<file path="config.mk">
export PLATFORM = sky130hd
export DESIGN_NAME = vibration_pulse_train_generator_top_flat
export DESIGN_NICKNAME = d
export VERILOG_FILES = /design/src/vptg_pkg.sv /design/src/vptg_cmd_if.sv /design/src/vptg_res_if.sv /design/src/vibration_pulse_train_generator_top.sv /design/src/vptg_step.sv /design/src/flat_wrapper.sv
export SDC_FILE = /design/constraint.sdc
export NUM_CORES = 1
export LEC_CHECK = 0
export ABC_AREA = 1
export BUFFER_PORTS_ARGS = -buffer_cell sky130_fd_sc_hd__buf_2
export CELL_PAD_IN_SITES_DETAIL_PLACEMENT = 2
export CELL_PAD_IN_SITES_GLOBAL_PLACEMENT = 2
export CORE_AREA = 2 2 137 139
export DETAILED_ROUTE_END_ITERATION = 10
export DIE_AREA = 0 0 139 141
export PLACE_DENSITY = 0.85
export SETUP_SLACK_MARGIN = 0.02
export SKIP_LAST_GASP = 1
export SYNTH_ARGS = -nofsm -noshare
export SYNTH_HDL_FRONTEND = slang
export SYNTH_HIERARCHICAL = 1
export SYNTH_SLANG_ARGS = --single-unit
</file>
<file path="constraint.sdc">
create_clock -name i_clk -period 2.1 [get_ports i_clk]
set_input_delay 0.42 -clock i_clk [delete_from_list [all_inputs] [get_ports i_clk]]
set_output_delay 0.42 -clock i_clk [all_outputs]
set_load 0.05 [all_outputs]
</file>
<file path="src/vptg_pkg.sv">
// Package for the vibration pulse train generator.
// Holds the opcode and status codes, limits, and the state and result types.
// No dependencies.
`default_nettype none

package vptg_pkg;

    typedef enum logic [1:0] {
        OP_TICK    = 2'd0,
        OP_PULSE   = 2'd1,
        OP_PATTERN = 2'd2,
        OP_STOP    = 2'd3
    } t_opcode;

    typedef enum logic [1:0] {
        ST_OK     = 2'd0,
        ST_NREADY = 2'd1,
        ST_BADARG = 2'd2
    } t_status;

    typedef enum logic {
        REG_ENABLE     = 1'b0,
        REG_DEFAULT_MS = 1'b1
    } t_reg_index;

    localparam int unsigned CFG_IDX_W  = 1;
    localparam int unsigned CFG_DATA_W = 10;

    localparam logic [9:0]  RESET_DEFAULT_MS = 10'd50;
    localparam logic [15:0] MAX_PULSE_MS     = 16'd1000;
    localparam logic [15:0] MAX_PATTERN_ON   = 16'd500;
    localparam logic [15:0] MAX_GAP_MS       = 16'd1000;
    localparam logic [7:0]  MAX_COUNT        = 8'd10;

    typedef struct packed {
        logic [3:0] pulses_remaining;
        logic [9:0] phase_timer;
        logic [9:0] pulse_length;
        logic [9:0] gap_length;
        logic       motor_level;
    } t_state;

    typedef struct packed {
        logic       motor_drive;
        logic [1:0] status;
        logic       busy_res;
        logic [3:0] pulses_left;
    } t_result;

endpackage

`default_nettype wire

</file>
<file path="src/vptg_cmd_if.sv">
// Command channel of the vibration pulse train generator.
// Carries valid, ready and one command beat. No dependencies.
`default_nettype none

interface vptg_cmd_if;
    logic        valid;
    logic        ready;
    logic [1:0]  opcode;
    logic [7:0]  pulse_count;
    logic [15:0] on_time_ms;
    logic [15:0] gap_time_ms;

    modport source (
        output valid, opcode, pulse_count, on_time_ms, gap_time_ms,
        input  ready
    );
    modport sink (
        input  valid, opcode, pulse_count, on_time_ms, gap_time_ms,
        output ready
    );
endinterface

`default_nettype wire

</file>
<file path="src/vptg_res_if.sv">
// Result channel of the vibration pulse train generator.
// Carries valid, ready and one result beat. No dependencies.
`default_nettype none

interface vptg_res_if;
    logic       valid;
    logic       ready;
    logic       motor_drive;
    logic [1:0] status;
    logic       busy_res;
    logic [3:0] pulses_left;

    modport source (
        output valid, motor_drive, status, busy_res, pulses_left,
        input  ready
    );
    modport sink (
        input  valid, motor_drive, status, busy_res, pulses_left,
        output ready
    );
endinterface

`default_nettype wire

</file>
<file path="src/vibration_pulse_train_generator_top.sv">
// Top level of the vibration pulse train generator.
// Depends on vptg_pkg, vptg_cmd_if, vptg_res_if and vptg_step.
//
//   Channel   Direction  Beat contents
//   i_cmd     in         opcode, pulse_count, on_time_ms, gap_time_ms
//   o_res     out        motor_drive, status, busy_res, pulses_left
//   i_cfg_*   in         register index and write data, no handshake
//
// Each command beat is processed combinationally; its result appears in the
// result register on the following cycle. One beat can be taken per cycle
// whenever the result register is empty or being drained.
// Sync active-low reset clears state and enable; default_ms to 50.
`default_nettype none

module vibration_pulse_train_generator_top (
    input  var logic                              i_clk,
    input  var logic                              i_rst_n,
    input  var logic                              i_cfg_we,
    input  var logic [vptg_pkg::CFG_IDX_W-1:0]    i_cfg_idx,
    input  var logic [vptg_pkg::CFG_DATA_W-1:0]   i_cfg_data,
    vptg_cmd_if.sink                              i_cmd,
    vptg_res_if.source                            o_res
);

    vptg_pkg::t_state  r_state;
    vptg_pkg::t_state  n_state;
    vptg_pkg::t_result r_res;
    vptg_pkg::t_result n_res;
    logic              r_valid;
    logic              r_enable;
    logic [9:0]        r_default_ms;
    logic              s_accept;

    assign i_cmd.ready = !r_valid || o_res.ready;
    assign s_accept    = i_cmd.valid && i_cmd.ready;

    vptg_step u_step (
        .i_state       (r_state),
        .i_enable      (r_enable),
        .i_default_ms  (r_default_ms),
        .i_opcode      (i_cmd.opcode),
        .i_pulse_count (i_cmd.pulse_count),
        .i_on_time_ms  (i_cmd.on_time_ms),
        .i_gap_time_ms (i_cmd.gap_time_ms),
        .o_state       (n_state),
        .o_result      (n_res)
    );

    always_ff @(posedge i_clk) begin
        if (!i_rst_n) begin
            r_enable     <= 1'b0;
            r_default_ms <= vptg_pkg::RESET_DEFAULT_MS;
        end else if (i_cfg_we) begin
            unique case (vptg_pkg::t_reg_index'(i_cfg_idx))
                vptg_pkg::REG_ENABLE:     r_enable     <= i_cfg_data[0];
                vptg_pkg::REG_DEFAULT_MS: r_default_ms <= i_cfg_data;
                default:                  r_enable     <= r_enable;
            endcase
        end
    end

    always_ff @(posedge i_clk) begin
        if (!i_rst_n) begin
            r_state <= '0;
            r_valid <= 1'b0;
        end else begin
            if (s_accept) begin
                r_state <= n_state;
                r_valid <= 1'b1;
            end else if (o_res.ready) begin
                r_valid <= 1'b0;
            end
        end
    end

    always_ff @(posedge i_clk) begin
        if (s_accept) begin
            r_res <= n_res;
        end
    end

    assign o_res.valid       = r_valid;
    assign o_res.motor_drive = r_res.motor_drive;
    assign o_res.status      = r_res.status;
    assign o_res.busy_res    = r_res.busy_res;
    assign o_res.pulses_left = r_res.pulses_left;

    a_count_bound: assert property (@(posedge i_clk) disable iff (!i_rst_n)
        r_state.pulses_remaining <= 4'd10)
        else $error("pulse count above ten");

    a_motor_busy: assert property (@(posedge i_clk) disable iff (!i_rst_n)
        r_state.motor_level |-> (r_state.pulses_remaining != 4'd0))
        else $error("motor on with no sequence");

    a_stop_clears: assert property (@(posedge i_clk) disable iff (!i_rst_n)
        (s_accept && (i_cmd.opcode == vptg_pkg::OP_STOP)) |=>
        (!r_state.motor_level && (r_state.pulses_remaining == 4'd0)))
        else $error("stop left sequence running");

    a_disabled_hold: assert property (@(posedge i_clk) disable iff (!i_rst_n)
        (s_accept && !r_enable && ((i_cmd.opcode == vptg_pkg::OP_PULSE) ||
        (i_cmd.opcode == vptg_pkg::OP_PATTERN))) |=>
        ($stable(r_state) && (r_res.status == vptg_pkg::ST_NREADY)))
        else $error("disabled command changed state");

endmodule

`default_nettype wire

</file>
<file path="src/vptg_step.sv">
// Next-state and result logic for one command beat.
// Depends on vptg_pkg for codes, limits and the state and result types.
`default_nettype none

module vptg_step (
    input  var vptg_pkg::t_state  i_state,
    input  var logic              i_enable,
    input  var logic [9:0]        i_default_ms,
    input  var logic [1:0]        i_opcode,
    input  var logic [7:0]        i_pulse_count,
    input  var logic [15:0]       i_on_time_ms,
    input  var logic [15:0]       i_gap_time_ms,
    output vptg_pkg::t_state      o_state,
    output vptg_pkg::t_result     o_result
);

    vptg_pkg::t_state  s_cur;
    vptg_pkg::t_state  s_nxt;
    vptg_pkg::t_status s_status;
    vptg_pkg::t_opcode s_op;
    logic [15:0]       s_len_raw;
    logic [9:0]        s_len;
    logic [3:0]        s_left;
    logic              s_pattern_bad;

    assign s_cur = i_state;
    assign s_op  = vptg_pkg::t_opcode'(i_opcode);

    assign s_len_raw = (i_on_time_ms == 16'd0) ? {6'd0, i_default_ms} : i_on_time_ms;
    assign s_len     = (s_len_raw > vptg_pkg::MAX_PULSE_MS) ?
                       vptg_pkg::MAX_PULSE_MS[9:0] : s_len_raw[9:0];

    assign s_pattern_bad = (i_pulse_count == 8'd0) ||
                           (i_pulse_count > vptg_pkg::MAX_COUNT) ||
                           (i_on_time_ms == 16'd0) ||
                           (i_on_time_ms > vptg_pkg::MAX_PATTERN_ON) ||
                           (i_gap_time_ms > vptg_pkg::MAX_GAP_MS);

    assign s_left = s_cur.pulses_remaining - 4'd1;

    always_comb begin
        s_nxt    = s_cur;
        s_status = vptg_pkg::ST_OK;
        unique case (s_op)
            vptg_pkg::OP_TICK: begin
                if (s_cur.pulses_remaining != 4'd0) begin
                    if (s_cur.phase_timer[9:1] == 9'd0) begin
                        if (s_cur.motor_level) begin
                            if (s_left != 4'd0) begin
                                s_nxt.motor_level      = 1'b0;
                                s_nxt.pulses_remaining = s_left;
                                s_nxt.phase_timer      = s_cur.gap_length;
                            end else begin
                                s_nxt = '0;
                            end
                        end else begin
                            s_nxt.motor_level = 1'b1;
                            s_nxt.phase_timer = s_cur.pulse_length;
                        end
                    end else begin
                        s_nxt.phase_timer = s_cur.phase_timer - 10'd1;
                    end
                end
            end
            vptg_pkg::OP_STOP: begin
                s_nxt = '0;
            end
            vptg_pkg::OP_PULSE: begin
                if (!i_enable) begin
                    s_status = vptg_pkg::ST_NREADY;
                end else begin
                    s_nxt.pulses_remaining = 4'd1;
                    s_nxt.pulse_length     = s_len;
                    s_nxt.gap_length       = 10'd0;
                    s_nxt.motor_level      = 1'b1;
                    s_nxt.phase_timer      = s_len;
                end
            end
            vptg_pkg::OP_PATTERN: begin
                if (!i_enable) begin
                    s_status = vptg_pkg::ST_NREADY;
                end else if (s_pattern_bad) begin
                    s_status = vptg_pkg::ST_BADARG;
                end else begin
                    s_nxt.pulses_remaining = i_pulse_count[3:0];
                    s_nxt.pulse_length     = i_on_time_ms[9:0];
                    s_nxt.gap_length       = i_gap_time_ms[9:0];
                    s_nxt.motor_level      = 1'b1;
                    s_nxt.phase_timer      = i_on_time_ms[9:0];
                end
            end
            default: begin
                s_nxt = s_cur;
            end
        endcase
    end

    assign o_state              = s_nxt;
    assign o_result.motor_drive = s_nxt.motor_level;
    assign o_result.status      = s_status;
    assign o_result.busy_res    = (s_nxt.pulses_remaining != 4'd0);
    assign o_result.pulses_left = s_nxt.pulses_remaining;

endmodule

`default_nettype wire

</file>
<file path="src/flat_wrapper.sv">
// flat-port wrapper written by rule: the top's interface ports become plain ports
module vibration_pulse_train_generator_top_flat 
  (i_clk, i_rst_n, i_cfg_we, i_cfg_idx, i_cfg_data, i_cmd_valid, i_cmd_opcode, i_cmd_pulse_count, i_cmd_on_time_ms, i_cmd_gap_time_ms, i_cmd_ready, o_res_valid, o_res_motor_drive, o_res_status, o_res_busy_res, o_res_pulses_left, o_res_ready);
  vptg_cmd_if i_cmd_i ();
  vptg_res_if o_res_i ();
  input  var logic i_clk;
  input  var logic i_rst_n;
  input  var logic i_cfg_we;
  input  var logic [vptg_pkg::CFG_IDX_W-1:0] i_cfg_idx;
  input  var logic [vptg_pkg::CFG_DATA_W-1:0] i_cfg_data;
  input wire logic [$bits(i_cmd_i.valid)-1:0] i_cmd_valid;
  input wire logic [$bits(i_cmd_i.opcode)-1:0] i_cmd_opcode;
  input wire logic [$bits(i_cmd_i.pulse_count)-1:0] i_cmd_pulse_count;
  input wire logic [$bits(i_cmd_i.on_time_ms)-1:0] i_cmd_on_time_ms;
  input wire logic [$bits(i_cmd_i.gap_time_ms)-1:0] i_cmd_gap_time_ms;
  output wire logic [$bits(i_cmd_i.ready)-1:0] i_cmd_ready;
  output wire logic [$bits(o_res_i.valid)-1:0] o_res_valid;
  output wire logic [$bits(o_res_i.motor_drive)-1:0] o_res_motor_drive;
  output wire logic [$bits(o_res_i.status)-1:0] o_res_status;
  output wire logic [$bits(o_res_i.busy_res)-1:0] o_res_busy_res;
  output wire logic [$bits(o_res_i.pulses_left)-1:0] o_res_pulses_left;
  input wire logic [$bits(o_res_i.ready)-1:0] o_res_ready;
  assign i_cmd_i.valid = i_cmd_valid;
  assign i_cmd_i.opcode = i_cmd_opcode;
  assign i_cmd_i.pulse_count = i_cmd_pulse_count;
  assign i_cmd_i.on_time_ms = i_cmd_on_time_ms;
  assign i_cmd_i.gap_time_ms = i_cmd_gap_time_ms;
  assign i_cmd_ready = i_cmd_i.ready;
  assign o_res_valid = o_res_i.valid;
  assign o_res_motor_drive = o_res_i.motor_drive;
  assign o_res_status = o_res_i.status;
  assign o_res_busy_res = o_res_i.busy_res;
  assign o_res_pulses_left = o_res_i.pulses_left;
  assign o_res_i.ready = o_res_ready;
  vibration_pulse_train_generator_top u_core (.i_clk(i_clk), .i_rst_n(i_rst_n), .i_cfg_we(i_cfg_we), .i_cfg_idx(i_cfg_idx), .i_cfg_data(i_cfg_data), .i_cmd(i_cmd_i), .o_res(o_res_i));
endmodule
</file>
==> reports/results.md, run 1 <==
| Metric | Reported | Unit |
|:---|:---|:---|
| Die Outline Area | 0.01960 | mm² |
| Violation count after the first detailed-route iteration | 579 | - |
| Fin. max-slew vios | 0 | - |
| Routed wire per std cell | 27.86 | µm |
| Max-cap violations | 0 | - |
| Kind of capture point of the worst setup path | register | - |
| Worst hold path class | in2reg | - |
| Root buf cell | sky130_fd_sc_hd__clkbuf_16 | - |
| Yosys warns | 6 | - |
| Startpoint Class | input port | - |
| Number of enable-type register cells in the synthesized netlist | 8 | - |
| Per-cell via count in the routed design | 5.708 | - |
| Power Density | 542.9 | mW/mm² |
| Share of the synthesized area in the top cell type | 19.61 | % |
| LEAKAGE | 3.258 | nW |
| Clock tree from TritonCTS | done | - |
| Most instantiated library cell after synthesis | sky130_fd_sc_hd__nand2_1 | - |
| Final-report hold violation count | 0 | - |
| Yosys top cell by area | sky130_fd_sc_hd__dfxtp_1 | - |
| F_max | 357.9 | MHz |
| Site row count | 50 | - |
| Post-Place Setup Slack | -668.5 | ps |
| Number of setup violations in the final report | 41 | - |
| Post-Route WL | 34.01 | mm |
| Share of flip-flops with an asynchronous set or reset after synthesis | 0 | % |
| Transition time at the pin with the least slew margin | 760.4 | ps |
| Setup Crit Path Kind | in2reg | - |
| Number of iterations in the first detailed-routing pass | 5 | - |
| Number of buffers created by CTS | 5 | - |
| Number of diodes added for antenna fixing | 0 | - |
| H-Tree Level Count | 2 | - |
| FILL cells | 2213 | - |
| Violations in the final reports | setup timing | - |
| Share of the clock period used by the worst path | 133.1 | % |
| Worst EP required | 2320 | ps |
| Number of top-level pins | 68 | - |
| CTS clk-pin slew, worst paths | 90 | ps |
| Core utilization of the finished layout | 38.70 | % |
| Setup TNS | -15600 | ps |
| Residual antenna-violating net count after detailed routing | 0 | - |
| Final GP Congestion | 0.8413 | - |
| Setup repair after global routing missed its margin | yes | - |
| Largest net degree at the start of global routing | 72 | - |
| Worst clock skew on the final layout | 16.13 | ps |
| Clock Sinks | 55 | - |
| Longest Clk Path Bufs | 2 | - |
| Post-Synthesis Cells | 834 | - |
| VDD IR-drop max | 740.0 | µV |
| Result of the run | complete, but fails checks | - |
| Die Wd | 139 | µm |
| Area grow syn2layout | 47.37 | % |
| Via count of the first global-routing pass | 7702 | - |
| Leading cell types by count after synthesis | sky130_fd_sc_hd__nand2_1, sky130_fd_sc_hd__nor2_1, sky130_fd_sc_hd__inv_1 | - |
| Worst-Skew Late Latency | 340 | ps |
| Critical Path Fanout Max | 7 | - |
| Proportion of synthesized chip area in sequential cells | 24.62 | % |
| Core Region | 0.01827 | mm² |
| Sequential standard cell area | 0.001181 | mm² |
| Total Nets Final | 1050 | - |
| Area of the multi-input gates | 0.003433 | mm² |
| Via count | 6969 | - |
| Arrival time worst endpoint | 3020 | ps |
| Effective utilization at floorplan | 26.26 | % |
| Number of antenna violations at the first check in global routing | 0 | - |
| Primary flip-flop cell chosen by synthesis mapping | sky130_fd_sc_hd__dfxtp_1 | - |
| Vertical die dimension | 141 | µm |
| Shortest period the worst path allows | 2794 | ps |
| Sum of overflow across all layers after global routing | 0 | - |
| Number of buffer cells added on primary ports | 67 | - |
| Remaining routing DRC violations | 0 | - |
| Wire length of the first global-routing pass | 46.55 | mm |
| Netlist cell types | 39 | - |
| Mean Syn Cell Area | 5.752 | µm² |
| Dpl hpwl | 17.73 | mm |
| Fraction of layout instances using a drive strength above 1 | 34.55 | % |
| Post-synth design cell area | 0.004797 | mm² |
| Largest cells by area after synthesis | sky130_fd_sc_hd__dfxtp_1, sky130_fd_sc_hd__nand2_1, sky130_fd_sc_hd__a21oi_1 | - |
| Number of nets produced by synthesis | 898 | - |
| Post-route setup slack | -694.2 | ps |
| GR Util All Layers | 30.69 | % |
| Synth Register Bits | 55 | - |
| Max-Slew Margin vs Limit | 49.12 | % |
| Total power draw | 3.838 | mW |
[cell usage in the layout, fill, tap and decap left out, types with 13 or more instances in the layout]
master,netlist,layout
sky130_fd_sc_hd__inv_1,101,90
sky130_fd_sc_hd__buf_2,16,64
sky130_fd_sc_hd__nor2_2,3,24
sky130_fd_sc_hd__nand3_1,66,55
sky130_fd_sc_hd__o21ai_2,0,14
sky130_fd_sc_hd__buf_4,14,101
sky130_fd_sc_hd__o21ai_0,70,38
sky130_fd_sc_hd__inv_2,3,13
sky130_fd_sc_hd__buf_6,8,14
sky130_fd_sc_hd__nor2_4,3,14
sky130_fd_sc_hd__nor2_1,107,75
sky130_fd_sc_hd__a21oi_1,81,74
sky130_fd_sc_hd__buf_12,0,13
sky130_fd_sc_hd__dfxtp_1,47,47
sky130_fd_sc_hd__nand2_1,236,197
sky130_fd_sc_hd__nand2_2,1,28
sky130_fd_sc_hd__o21ai_1,8,24
sky130_fd_sc_hd__nand2_4,2,14
[flip-flops by register name, indices dropped and copies added (netlist names)]
| register | cells |
|---|---|
| u_core/r_default_ms | 10 |
| u_core/r_state | 35 |
| u_core/o_res.status | 2 |
| u_core/o_res.busy_res | 1 |
| u_core/r_enable | 1 |
| u_core/o_res.valid | 1 |
| u_core/o_res.pulses_left | 4 |
| u_core/o_res.motor_drive | 1 |
[layer usage]
layer  vias up  part of all wire (%)  GRT usage, %
met5         -                     0             0
met4         0                   8.7         17.65
met3       178                   5.3         5.401
met2       370                    50         55.33
met1      3454                    36         34.06
li1       2967                     -             -
[cell type report]
cell class                      instances  area share, %
Multi-Input combinational cell        623          48.57
Sequential cell                        55          16.71
Inverter                              105          5.611
Clock buffer                            5          1.770
Tap cell                              234          4.142
Clock inverter                          3         0.6549
Timing Repair Buffer                  196          22.55
[power breakdown]
part | internal [mW] | leakage [nW] | total, mW | switching [mW]
clock | 0.573 | 0.0804 | 1.13 | 0.552
combinational | 0.498 | 2.71 | 1.47 | 0.975
sequential | 1.15 | 0.469 | 1.24 | 0.0945
total | 2.22 | 3.26 | 3.84 | 1.62
[worst max-delay path, stage by stage]
cell                      delay, ps
sky130_fd_sc_hd__buf_2          110
sky130_fd_sc_hd__buf_4          100
sky130_fd_sc_hd__inv_1           80
sky130_fd_sc_hd__nor3_4         210
sky130_fd_sc_hd__nand4_1        300
sky130_fd_sc_hd__nand2_1        220
sky130_fd_sc_hd__inv_2          100
sky130_fd_sc_hd__nand3_4        150
sky130_fd_sc_hd__buf_12         160
sky130_fd_sc_hd__buf_12         140
sky130_fd_sc_hd__nand2_1         90
sky130_fd_sc_hd__o21ai_2         70
sky130_fd_sc_hd__nand2_1        120
sky130_fd_sc_hd__nand2_2        120
sky130_fd_sc_hd__nand2_1         70
sky130_fd_sc_hd__nand2_1         90
sky130_fd_sc_hd__inv_1           50
sky130_fd_sc_hd__nand3_1         90
sky130_fd_sc_hd__nand2_1         80
sky130_fd_sc_hd__nor2_2         250
[repair_timing]
action | in CTS | in global routing
setup endpoints to repair | 41 | 41
endpoints found under the hold margin | 0 | 0
pin swaps | 28 | 42
buffers inserted | 25 | 8
gates cloned | 4 | 0
gates resized for setup | 102 | 114
hold buffers | 0 | 0
[cell families after synthesis]
| logic type | count (synthesis) | synth area share (%) |
|---|---|---|
| AND/OR/NAND/NOR | 435 | 37.85 |
| AO/OA/AOI/OAI | 177 | 19.46 |
| buffers and inverters | 156 | 15.60 |
| flip-flops | 55 | 24.62 |
| adder cells (fa/ha/maj) | 6 | 1.565 |
| XOR/XNOR | 5 | 0.9128 |
[worst paths after layout]
path,from,to,slack [ps],depth (start not counted)
worst max-delay path,i_cmd_on_time_ms[8],u_core/r_state[28],-690,20
worst min-delay path,i_cfg_data[4],u_core/r_default_ms[4],320,3
worst max register to register,u_core/r_default_ms[8],u_core/r_state[28],-490,16
worst min register to register,u_core/r_state[4],u_core/r_state[4],500,2
[through the flow]
| step | instance area [µm²] | hold WS (ps) | instances |
|---|---|---|---|
| after global placement | 5882 | 463.8 | 1177 |
| after global routing | 7069 | 317.6 | 1221 |
| after floorplan | 4797 | 432.0 | 834 |
| after CTS | 6663 | 314.5 | 1214 |
| after detailed placement | 5882 | 474.4 | 1177 |
| final | 7069 | 315.6 | 1221 |
Power figures use the tool's default switching activity.
==> inputs of run 2 (changes only) <==
--- a/config.mk
+++ b/config.mk
@@ -6,13 +6,13 @@
 export NUM_CORES = 1
 export LEC_CHECK = 0
 export ABC_AREA = 1
-export BUFFER_PORTS_ARGS = -buffer_cell sky130_fd_sc_hd__buf_2
+export BUFFER_PORTS_ARGS = -buffer_cell sky130_fd_sc_hd__buf_4
 export CELL_PAD_IN_SITES_DETAIL_PLACEMENT = 2
 export CELL_PAD_IN_SITES_GLOBAL_PLACEMENT = 2
 export CORE_AREA = 2 2 137 139
 export DETAILED_ROUTE_END_ITERATION = 10
 export DIE_AREA = 0 0 139 141
-export PLACE_DENSITY = 0.85
+export PLACE_DENSITY_LB_ADDON = 0.1
 export SETUP_SLACK_MARGIN = 0.02
 export SKIP_LAST_GASP = 1
 export SYNTH_ARGS = -nofsm -noshare
==> run 2 against run 1 <==
Net effect: non-clock buffer count down 6; flip-flop and latch count unchanged; design area rose by 2.4%; maximum frequency up 22%; sequential share of layout area shrank 0.40 points; the run still ends with setup timing left; power down 9.7%; clock power decreased by 18%; first-iteration DRC count fell by 57%; critical path type unchanged; critical path depth is the same; routed wire length fell by 28%; worst setup slack gained 510 ps.
==> reports/results.md, run 2 (synthesis results as in run 1) <==
| Metric | Reported | Unit |
|:---|:---|:---|
| Power Density | 478.8 | mW/mm² |
| Power spent charging and discharging nets | 1.344 | mW |
| F_max | 437.9 | MHz |
| Fin. max-slew vios | 0 | - |
| Number of buffers created by CTS | 5 | - |
| CTS clk-pin slew, worst paths | 80 | ps |
| Clock network fraction of design power | 26.9 | % |
| Residual antenna-violating net count after detailed routing | 0 | - |
| Number of top-level pins | 68 | - |
| Routed wire per std cell | 20.02 | µm |
| Vertical die dimension | 141 | µm |
| Fraction of layout instances using a drive strength above 1 | 34.83 | % |
| H-Tree Level Count | 2 | - |
| Core Region | 0.01827 | mm² |
| Via count of the first global-routing pass | 6679 | - |
| FILL cells | 2200 | - |
| Root buf cell | sky130_fd_sc_hd__clkbuf_16 | - |
| Leading cell type in the layout, fill and taps excluded | sky130_fd_sc_hd__nand2_1 | - |
| Final-report hold violation count | 0 | - |
| Effective utilization at floorplan | 26.26 | % |
| Sequential standard cell area | 0.001181 | mm² |
| Longest Clk Path Bufs | 2 | - |
| Violation count after the first detailed-route iteration | 251 | - |
| Post-Place Setup Slack | -517.0 | ps |
| Most frequent cells in the layout | sky130_fd_sc_hd__nand2_1, sky130_fd_sc_hd__buf_4, sky130_fd_sc_hd__inv_1 | - |
| Area of the multi-input gates | 0.003486 | mm² |
| Final GP Congestion | 0.8281 | - |
| Endpoint of the worst hold path | u_core/r_default_ms[5] | - |
| Via count | 6193 | - |
| Die Wd | 139 | µm |
| Dpl hpwl | 15.95 | mm |
| Crit Reg-Reg Startpoint | u_core/r_state[25] | - |
| Hold Path Depth | 3 | - |
| Setup TNS | -2181 | ps |
| Number of buffer cells added on primary ports | 67 | - |
| Wire length of the first global-routing pass | 35.49 | mm |
| Worst EP required | 2350 | ps |
| WHS | 312.5 | ps |
| Clock Sinks | 55 | - |
| Shortest period the worst path allows | 2284 | ps |
| Core utilization of the finished layout | 39.64 | % |
| Area grow syn2layout | 50.94 | % |
| VDD IR-drop max | 322.1 | µV |
| Worst Hold Launch | i_cfg_data[5] | - |
| Number of setup violations in the final report | 35 | - |
| Clock tree from TritonCTS | done | - |
| Fraction of met3 tracks used by global routing | 2.446 | % |
| Setup repair after global routing missed its margin | yes | - |
| Startpoint Class | input port | - |
| Area after detailed placement | 0.006055 | mm² |
| Post-Route WL | 24.36 | mm |
| Share of the clock period used by the worst path | 108.7 | % |
| Transition time at the pin with the least slew margin | 664.6 | ps |
| Setup Crit Path Kind | in2reg | - |
| Violations in the final reports | setup timing | - |
| Most utilized layer in the global route result | met2 | - |
| Switching portion of total power | 38.78 | % |
| Total Nets Final | 1045 | - |
| Total non-filler cell area in the finished layout | 0.007241 | mm² |
| Largest net degree at the start of global routing | 72 | - |
| Max-cap violations | 0 | - |
| Worst hold path class | in2reg | - |
| Per-cell via count in the routed design | 5.089 | - |
| Remaining routing DRC violations | 0 | - |
| Combinational power share | 38.0 | % |
| LEAKAGE | 3.313 | nW |
| Die Outline Area | 0.01960 | mm² |
| Max-Slew Margin vs Limit | 55.70 | % |
| Met1 demand-to-capacity share in global routing | 26.81 | % |
| Result of the run | complete, but fails checks | - |
| Met2 track utilization from global routing | 43.17 | % |
| Worst clock skew on the final layout | 10.55 | ps |
| Sum of overflow across all layers after global routing | 0 | - |
| Slack of the worst reg-to-reg path | -90 | ps |
| Arrival time worst endpoint | 2540 | ps |
| Number of flip-flops in the largest register | 35 | - |
| Cell-internal power | 2.123 | mW |
| Critical Path Fanout Max | 5 | - |
| Number of antenna violations at the first check in global routing | 1 | - |
| Post-route setup slack | -183.5 | ps |
| Share of total power in sequential cells | 35.2 | % |
| GR Util All Layers | 22.55 | % |
| Hold bufs inserted after CTS | 0 | - |
| Site row count | 50 | - |
| Endpoint of the lowest-slack register-to-register path | u_core/r_state[23] | - |
| Kind of capture point of the worst setup path | register | - |
| Number of cells on the worst reg-to-reg path | 15 | - |
| Largest Register | u_core/r_state | - |
| Number of iterations in the first detailed-routing pass | 6 | - |
| Worst-Skew Late Latency | 320 | ps |
-- run 2: cell type report --
class / count / share of cell area (%)
antenna: 1 / 0.03456
clock buffer: 5 / 1.728
clock inverter: 3 / 0.2765
inverter: 105 / 5.443
multi-input combinational: 624 / 48.14
sequential: 55 / 16.31
tap: 234 / 4.044
timing repair buffer: 190 / 24.02
-- run 2: routing by layer --
layer	share of wire (%)	vias up	routed length (µm)
met4	2.7	0	658
met2	53	86	12980
met3	2.5	42	605
li1	-	2967	-
met1	42	3098	10120
met5	0	-	0
-- run 2: power groups by stage --
stage	Sequential [mW]	Clock, mW	Combinational [mW]
finish	1.22	0.932	1.32
global route	1.23	0.989	1.45
CTS	1.21	0.949	1.20
detailed placement	1.24	0	1.12
global placement	1.23	0	1.07
floorplan	1.27	0	0.610
-- run 2: repair_timing --
action	CTS	global route
gates resized for setup	81	157
setup endpoints to repair	41	41
pin swaps	31	78
buffers inserted	10	9
cloned	3	5
-- run 2: worst max path at each step --
stage	end	start	slack [ps]	depth (start not counted)
5_1_grt	u_core/r_state[19]	i_cmd_on_time_ms[12]	-350	19
2_1_floorplan	u_core/r_state[0]	i_cmd_on_time_ms[12]	60	16
6_report	u_core/r_state[30]	i_cmd_on_time_ms[8]	-180	20
3_5_place_dp	u_core/o_res.busy_res	i_cmd_on_time_ms[14]	-520	15
4_1_cts	u_core/r_state[24]	i_cmd_on_time_ms[1]	-40	20
3_3_place_gp	u_core/o_res.busy_res	i_cmd_gap_time_ms[0]	-370	14
-- run 2: worst max-delay path: stages --
cell	delay (ps)
sky130_fd_sc_hd__buf_4	130
sky130_fd_sc_hd__nor2_4	120
sky130_fd_sc_hd__nand2_2	80
sky130_fd_sc_hd__nor2_4	170
sky130_fd_sc_hd__buf_6	160
sky130_fd_sc_hd__nand3_4	80
sky130_fd_sc_hd__nand2_4	80
sky130_fd_sc_hd__nand2_4	80
sky130_fd_sc_hd__nor2_4	110
sky130_fd_sc_hd__nand3_2	110
sky130_fd_sc_hd__nand2_4	120
sky130_fd_sc_hd__nand2_4	100
sky130_fd_sc_hd__nand3_4	120
sky130_fd_sc_hd__buf_4	110
sky130_fd_sc_hd__nand2_1	40
sky130_fd_sc_hd__a22oi_1	180
sky130_fd_sc_hd__inv_1	80
sky130_fd_sc_hd__nand3_1	90
sky130_fd_sc_hd__nand2_1	50
sky130_fd_sc_hd__nor2_1	100
-- run 2: through the flow --
stage	instances	power [mW]
floorplan	834	1.877
global route	1217	3.668
finish	1217	3.467
detailed placement	1181	2.359
CTS	1202	3.360
global placement	1181	2.300
